===== src/hdl/ntt_pkg.sv =====
`timescale 1ns / 1ps
package ntt_pkg;
	localparam int PolyLen = 256;
	localparam int IdxW = 8;
	localparam logic signed [31:0] ModQ = 32'sd8380417;
	localparam logic [31:0] MontQinv = 32'd58728449;
	localparam logic signed [31:0] InvScale = 32'sd41978;

	typedef enum logic [1:0] {
		OP_WRITE   = 2'd0,
		OP_FORWARD = 2'd1,
		OP_INVERSE = 2'd2,
		OP_READ    = 2'd3
	} op_t;

	function automatic logic signed [31:0] twiddle(input logic [7:0] k);
		logic signed [31:0] r;
		case (k)
			8'd0: r = 32'sd0; 8'd1: r = 32'sd25847; 8'd2: r = -32'sd2608894;
			8'd3: r = -32'sd518909; 8'd4: r = 32'sd237124; 8'd5: r = -32'sd777960;
			8'd6: r = -32'sd876248; 8'd7: r = 32'sd466468; 8'd8: r = 32'sd1826347;
			8'd9: r = 32'sd2353451; 8'd10: r = -32'sd359251; 8'd11: r = -32'sd2091905;
			8'd12: r = 32'sd3119733; 8'd13: r = -32'sd2884855; 8'd14: r = 32'sd3111497;
			8'd15: r = 32'sd2680103; 8'd16: r = 32'sd2725464; 8'd17: r = 32'sd1024112;
			8'd18: r = -32'sd1079900; 8'd19: r = 32'sd3585928; 8'd20: r = -32'sd549488;
			8'd21: r = -32'sd1119584; 8'd22: r = 32'sd2619752; 8'd23: r = -32'sd2108549;
			8'd24: r = -32'sd2118186; 8'd25: r = -32'sd3859737; 8'd26: r = -32'sd1399561;
			8'd27: r = -32'sd3277672; 8'd28: r = 32'sd1757237; 8'd29: r = -32'sd19422;
			8'd30: r = 32'sd4010497; 8'd31: r = 32'sd280005; 8'd32: r = 32'sd2706023;
			8'd33: r = 32'sd95776; 8'd34: r = 32'sd3077325; 8'd35: r = 32'sd3530437;
			8'd36: r = -32'sd1661693; 8'd37: r = -32'sd3592148; 8'd38: r = -32'sd2537516;
			8'd39: r = 32'sd3915439; 8'd40: r = -32'sd3861115; 8'd41: r = -32'sd3043716;
			8'd42: r = 32'sd3574422; 8'd43: r = -32'sd2867647; 8'd44: r = 32'sd3539968;
			8'd45: r = -32'sd300467; 8'd46: r = 32'sd2348700; 8'd47: r = -32'sd539299;
			8'd48: r = -32'sd1699267; 8'd49: r = -32'sd1643818; 8'd50: r = 32'sd3505694;
			8'd51: r = -32'sd3821735; 8'd52: r = 32'sd3507263; 8'd53: r = -32'sd2140649;
			8'd54: r = -32'sd1600420; 8'd55: r = 32'sd3699596; 8'd56: r = 32'sd811944;
			8'd57: r = 32'sd531354; 8'd58: r = 32'sd954230; 8'd59: r = 32'sd3881043;
			8'd60: r = 32'sd3900724; 8'd61: r = -32'sd2556880; 8'd62: r = 32'sd2071892;
			8'd63: r = -32'sd2797779; 8'd64: r = -32'sd3930395; 8'd65: r = -32'sd1528703;
			8'd66: r = -32'sd3677745; 8'd67: r = -32'sd3041255; 8'd68: r = -32'sd1452451;
			8'd69: r = 32'sd3475950; 8'd70: r = 32'sd2176455; 8'd71: r = -32'sd1585221;
			8'd72: r = -32'sd1257611; 8'd73: r = 32'sd1939314; 8'd74: r = -32'sd4083598;
			8'd75: r = -32'sd1000202; 8'd76: r = -32'sd3190144; 8'd77: r = -32'sd3157330;
			8'd78: r = -32'sd3632928; 8'd79: r = 32'sd126922; 8'd80: r = 32'sd3412210;
			8'd81: r = -32'sd983419; 8'd82: r = 32'sd2147896; 8'd83: r = 32'sd2715295;
			8'd84: r = -32'sd2967645; 8'd85: r = -32'sd3693493; 8'd86: r = -32'sd411027;
			8'd87: r = -32'sd2477047; 8'd88: r = -32'sd671102; 8'd89: r = -32'sd1228525;
			8'd90: r = -32'sd22981; 8'd91: r = -32'sd1308169; 8'd92: r = -32'sd381987;
			8'd93: r = 32'sd1349076; 8'd94: r = 32'sd1852771; 8'd95: r = -32'sd1430430;
			8'd96: r = -32'sd3343383; 8'd97: r = 32'sd264944; 8'd98: r = 32'sd508951;
			8'd99: r = 32'sd3097992; 8'd100: r = 32'sd44288; 8'd101: r = -32'sd1100098;
			8'd102: r = 32'sd904516; 8'd103: r = 32'sd3958618; 8'd104: r = -32'sd3724342;
			8'd105: r = -32'sd8578; 8'd106: r = 32'sd1653064; 8'd107: r = -32'sd3249728;
			8'd108: r = 32'sd2389356; 8'd109: r = -32'sd210977; 8'd110: r = 32'sd759969;
			8'd111: r = -32'sd1316856; 8'd112: r = 32'sd189548; 8'd113: r = -32'sd3553272;
			8'd114: r = 32'sd3159746; 8'd115: r = -32'sd1851402; 8'd116: r = -32'sd2409325;
			8'd117: r = -32'sd177440; 8'd118: r = 32'sd1315589; 8'd119: r = 32'sd1341330;
			8'd120: r = 32'sd1285669; 8'd121: r = -32'sd1584928; 8'd122: r = -32'sd812732;
			8'd123: r = -32'sd1439742; 8'd124: r = -32'sd3019102; 8'd125: r = -32'sd3881060;
			8'd126: r = -32'sd3628969; 8'd127: r = 32'sd3839961; 8'd128: r = 32'sd2091667;
			8'd129: r = 32'sd3407706; 8'd130: r = 32'sd2316500; 8'd131: r = 32'sd3817976;
			8'd132: r = -32'sd3342478; 8'd133: r = 32'sd2244091; 8'd134: r = -32'sd2446433;
			8'd135: r = -32'sd3562462; 8'd136: r = 32'sd266997; 8'd137: r = 32'sd2434439;
			8'd138: r = -32'sd1235728; 8'd139: r = 32'sd3513181; 8'd140: r = -32'sd3520352;
			8'd141: r = -32'sd3759364; 8'd142: r = -32'sd1197226; 8'd143: r = -32'sd3193378;
			8'd144: r = 32'sd900702; 8'd145: r = 32'sd1859098; 8'd146: r = 32'sd909542;
			8'd147: r = 32'sd819034; 8'd148: r = 32'sd495491; 8'd149: r = -32'sd1613174;
			8'd150: r = -32'sd43260; 8'd151: r = -32'sd522500; 8'd152: r = -32'sd655327;
			8'd153: r = -32'sd3122442; 8'd154: r = 32'sd2031748; 8'd155: r = 32'sd3207046;
			8'd156: r = -32'sd3556995; 8'd157: r = -32'sd525098; 8'd158: r = -32'sd768622;
			8'd159: r = -32'sd3595838; 8'd160: r = 32'sd342297; 8'd161: r = 32'sd286988;
			8'd162: r = -32'sd2437823; 8'd163: r = 32'sd4108315; 8'd164: r = 32'sd3437287;
			8'd165: r = -32'sd3342277; 8'd166: r = 32'sd1735879; 8'd167: r = 32'sd203044;
			8'd168: r = 32'sd2842341; 8'd169: r = 32'sd2691481; 8'd170: r = -32'sd2590150;
			8'd171: r = 32'sd1265009; 8'd172: r = 32'sd4055324; 8'd173: r = 32'sd1247620;
			8'd174: r = 32'sd2486353; 8'd175: r = 32'sd1595974; 8'd176: r = -32'sd3767016;
			8'd177: r = 32'sd1250494; 8'd178: r = 32'sd2635921; 8'd179: r = -32'sd3548272;
			8'd180: r = -32'sd2994039; 8'd181: r = 32'sd1869119; 8'd182: r = 32'sd1903435;
			8'd183: r = -32'sd1050970; 8'd184: r = -32'sd1333058; 8'd185: r = 32'sd1237275;
			8'd186: r = -32'sd3318210; 8'd187: r = -32'sd1430225; 8'd188: r = -32'sd451100;
			8'd189: r = 32'sd1312455; 8'd190: r = 32'sd3306115; 8'd191: r = -32'sd1962642;
			8'd192: r = -32'sd1279661; 8'd193: r = 32'sd1917081; 8'd194: r = -32'sd2546312;
			8'd195: r = -32'sd1374803; 8'd196: r = 32'sd1500165; 8'd197: r = 32'sd777191;
			8'd198: r = 32'sd2235880; 8'd199: r = 32'sd3406031; 8'd200: r = -32'sd542412;
			8'd201: r = -32'sd2831860; 8'd202: r = -32'sd1671176; 8'd203: r = -32'sd1846953;
			8'd204: r = -32'sd2584293; 8'd205: r = -32'sd3724270; 8'd206: r = 32'sd594136;
			8'd207: r = -32'sd3776993; 8'd208: r = -32'sd2013608; 8'd209: r = 32'sd2432395;
			8'd210: r = 32'sd2454455; 8'd211: r = -32'sd164721; 8'd212: r = 32'sd1957272;
			8'd213: r = 32'sd3369112; 8'd214: r = 32'sd185531; 8'd215: r = -32'sd1207385;
			8'd216: r = -32'sd3183426; 8'd217: r = 32'sd162844; 8'd218: r = 32'sd1616392;
			8'd219: r = 32'sd3014001; 8'd220: r = 32'sd810149; 8'd221: r = 32'sd1652634;
			8'd222: r = -32'sd3694233; 8'd223: r = -32'sd1799107; 8'd224: r = -32'sd3038916;
			8'd225: r = 32'sd3523897; 8'd226: r = 32'sd3866901; 8'd227: r = 32'sd269760;
			8'd228: r = 32'sd2213111; 8'd229: r = -32'sd975884; 8'd230: r = 32'sd1717735;
			8'd231: r = 32'sd472078; 8'd232: r = -32'sd426683; 8'd233: r = 32'sd1723600;
			8'd234: r = -32'sd1803090; 8'd235: r = 32'sd1910376; 8'd236: r = -32'sd1667432;
			8'd237: r = -32'sd1104333; 8'd238: r = -32'sd260646; 8'd239: r = -32'sd3833893;
			8'd240: r = -32'sd2939036; 8'd241: r = -32'sd2235985; 8'd242: r = -32'sd420899;
			8'd243: r = -32'sd2286327; 8'd244: r = 32'sd183443; 8'd245: r = -32'sd976891;
			8'd246: r = 32'sd1612842; 8'd247: r = -32'sd3545687; 8'd248: r = -32'sd554416;
			8'd249: r = 32'sd3919660; 8'd250: r = -32'sd48306; 8'd251: r = -32'sd1362209;
			8'd252: r = 32'sd3937738; 8'd253: r = 32'sd1400424; 8'd254: r = -32'sd846154;
			default: r = 32'sd1976782;
		endcase
		return r;
	endfunction
endpackage


===== src/hdl/ntt_montmul.sv =====
`timescale 1ns / 1ps
// Montgomery multiply, result in [0,Q).
module ntt_montmul import ntt_pkg::*; (
	input  logic               clk,
	input  logic signed [31:0] a,
	input  logic signed [31:0] b,
	output logic        [31:0] r
);
	logic signed [63:0] p_s1, p_s2;
	logic        [31:0] lo_s2;
	logic signed [31:0] m_s3;
	logic signed [63:0] p_s3;
	logic signed [63:0] mq_s4, p_s4;
	logic signed [31:0] q_s5;
	logic signed [31:0] qv;
	logic signed [63:0] d;

	assign d = p_s4 - mq_s4;

	always_ff @(posedge clk) begin
		p_s1  <= a * b;
		p_s2  <= p_s1;
		lo_s2 <= p_s1[31:0] * MontQinv;
		m_s3  <= lo_s2;
		p_s3  <= p_s2;
		mq_s4 <= m_s3 * ModQ;
		p_s4  <= p_s3;
		q_s5  <= d[63:32];
	end

	// q lies in (-Q, Q) since |p| < 2^31*Q; one conditional add folds it.
	assign qv = q_s5[31] ? q_s5 + ModQ : q_s5;
	assign r  = qv;
endmodule


===== config.mk =====
export PLATFORM = sky130hd
export DESIGN_NAME = ntt_montmul
export DESIGN_NICKNAME = d
export VERILOG_FILES = /design/src/hdl/ntt_pkg.sv /design/src/hdl/ntt_montmul.sv
export SDC_FILE = /design/constraint.sdc
export NUM_CORES = 2
export LEC_CHECK = 0
export ABC_AREA = 1
export BUFFER_PORTS_ARGS = -buffer_cell sky130_fd_sc_hd__buf_2
export CAP_MARGIN = 20
export CORE_MARGIN = 2
export CORE_UTILIZATION = 60
export CTS_CLUSTER_SIZE = 40
export DETAILED_ROUTE_END_ITERATION = 10
export GPL_ROUTABILITY_DRIVEN = 0
export PLACE_DENSITY = 0.85
export SLEW_MARGIN = 25
export SYNTH_ARGS = -nofsm -noshare
export SYNTH_HDL_FRONTEND = slang
export SYNTH_SLANG_ARGS = --single-unit

===== constraint.sdc =====
create_clock -name clk -period 10.6 [get_ports clk]
set_input_delay 1.06 -clock clk [delete_from_list [all_inputs] [get_ports clk]]
set_output_delay 1.06 -clock clk [all_outputs]
set_load 0.05 [all_outputs]

==> impl_metrics.yaml <==
status:
  status: "finished, final reports clean"
floorplanning:
  die_w_um: 331
  coreArea_um2: 107000
  start_util: 0.603
  die_h_um: 331
  io_pins: 97
  rows: 120
  dieArea_um2: 110000
routing:
  dr.first_iter.drc_count: 4964
  wire_per_inst_um: 19.1
  first_pass_iters: 8
  avgViaCountPerCell: 5.55
  vias: 51900
  ant_nets: 0
  post-route-drc-count: 0
  wirelength_um: 179000
clock_network:
  post_cts_buffers: 0
  clock_latency_ns: 0.58
  cts_hold_buf: 0
  ctsResizeCount: 0
  path_clk_slew_ns: 0.08
  cts_buffers: 37
  cts_sinks: 356
  clk_path_buf_depth: 3
  htree_num_levels: 2
  cts_tree: "done"
  clockRootBuffer: "clkbuf_16"
placement:
  dpl.hpwl_um: 147000
  dpl_cell_area_um2: 65900
  portBuffers: 96
timing:
  fmax_ghz: 0.116
  final-setup-viol-count: 0
  slew_viol_final: 0
  finalCriticalPeriod_ns: 8.66
  rsz0062_at_grt: "no"
  finalCritPeriodShare: 0.817
  hold_viol: 0
  fin_tns_setup_ns: 0
  fin_skew_ns: 0.0212
  maxSlewHeadroom: 0.316
  worstMarginPinSlew_ns: 1.03
setup_path:
  cp-end-kind: "flop"
  worst_ep_required_time_ns: 11.06
  worst-setup-path-type: "input pin to flop"
  crit_arrival_ns: 9.12
  critPathBufInv: 8
  crit_fanout: 32
  startpoint_type: "input pin"
  critPathSlowestCell: "fa_1"
  crit_family: "adder cells"
  r2r_start: "m_s3[30]"
  cp_common_cell: "fa_1"
  slowest_delay_ns: 0.94
  critPathLaunch: "b[5]"
synthesis:
  netlist_instances: 7976
  synth.top_cell.area_share: 0.422
  synthTopCellsByArea: "fa_1 (42%), inv_1 (14%), nand2_1 (12%)"
  synth_cell_types: 46
  yosys_warnings: 0
  synth_area_per_cell_um2: 8.06
  synthesis.nets: 9915
  synth_seq_cells: 356
  synth_top_area_cell: "fa_1"
  synth.cell_area_um2: 64300
  ys_seq_area_frac: 0.111
global_routing:
  grt_overflow: 0
  grt_pass1_wl_um: 289000
  grt_max_degree: 49
  antenna_found_initial: 5
  track_usage: 0.333
  grt_pass1_vias: 56800
min_path:
  min_path_type: "flop to flop"
  hold_path_startpoint: "lo_s2[25]"
layout:
  drive_gt1_frac: 0.0268
  fin_nets: 9868
  fill_cells: 8331
  area_growth_pct: 4.58
  final_area_um2: 67200
flow_run:
  max-cap-violations: 0
## synthesized netlist by cell type (all sizes together)
| cell type | instances |
|---|---|
| a211oi | 1 |
| a21boi | 4 |
| a21o | 10 |
| a21oi | 196 |
| a31o | 1 |
| a31oi | 4 |
| and2 | 4 |
| and3 | 3 |
| buf | 3 |
| clkbuf | 192 |
| clkinv | 1 |
| dfxtp | 356 |
| fa | 1355 |
| ha | 519 |
| inv | 2357 |
| nand2 | 2034 |
| nand2b | 1 |
| nand3 | 182 |
| nand3b | 8 |
| nand4 | 73 |
| nor2 | 349 |
| nor3 | 22 |
| nor3b | 1 |
| nor4 | 17 |
| o2111ai | 1 |
| o211ai | 5 |
| o21a | 5 |
| o21ai | 101 |
| o21bai | 30 |
| o31ai | 1 |
| or2 | 9 |
| xnor2 | 34 |
| xor2 | 97 |
## worst paths after layout
check / end / slack (ns) / cells past startpoint
setup / recovery: p_s1[55] / 1.94 / 26
hold / removal: m_s3[25] / 0.31 / 0
setup reg to reg: mq_s4[51] / 4.29 / 20
hold reg to reg: m_s3[25] / 0.31 / 0
## per-stage QoR
stage	setup slack (ns)	util	hold WS [ns]	std cells
floorplan	2.88	-	0.310	7976
global placement	1.81	0.618	0.310	9293
detailed placement	1.51	0.618	0.312	9293
CTS	2.07	0.630	0.316	9361
global route	1.38	0.630	0.319	9362
finish	1.94	0.631	0.307	9364
## cell type report
| cell class | count | area (µm²) | area share |
|---|---|---|---|
| Inverter | 2358 | 8850 | 0.132 |
| Timing Repair Buffer | 109 | 578 | 0.00860 |
| Clock buffer | 45 | 986 | 0.0147 |
| Antenna cell | 3 | 7.51 | 0.000112 |
| Tap cell | 1403 | 1760 | 0.0261 |
| Clock inverter | 23 | 352 | 0.00523 |
| Sequential cell | 356 | 7130 | 0.106 |
| Multi-Input combinational cell | 5067 | 47600 | 0.708 |
## registers in the layout, indices dropped and copies added (netlist names)
register	cells
lo_s2	32
m_s3	19
mq_s4	43
p_s1	64
p_s2	51
p_s3	64
p_s4	51
q_s5	32
## cell families after synthesis
family	synth area share
and+or+nand+nor	0.169
buffers and inverters	0.149
DFF	0.111
xor gates and xnor gates	0.0179
adders and majority gates	0.523
AOI/OAI and AO/OA	0.0304
## cell usage in the layout, fill, tap and decap left out, types with 9 or more instances in the layout
cell	count
xnor2_1	34
nand3_2	9
fa_1	1355
inv_1	2356
ha_1	519
a21o_1	10
nor2_1	340
xor2_1	97
nand4_1	73
nand3_1	173
a21oi_1	196
buf_2	96
buf_4	13
dfxtp_1	355
nor4_1	14
o21ai_0	95
o21bai_1	30
clkbuf_16	37
nor3_1	18
nand2_1	2031
## per-layer routing
metal / vias up / GRT usage / wire, µm
met1: 24900 / 0.402 / 63100
met4: 4 / 0.188 / 11700
met3: 883 / 0.0756 / 21700
li1: 22700 / - / -
met2: 3440 / 0.552 / 82600
met5: - / 0 / 21
Power is left out: the tool's default activity adds up to more than one toggle a clock period on the data nets, which glitch-free logic cannot reach.
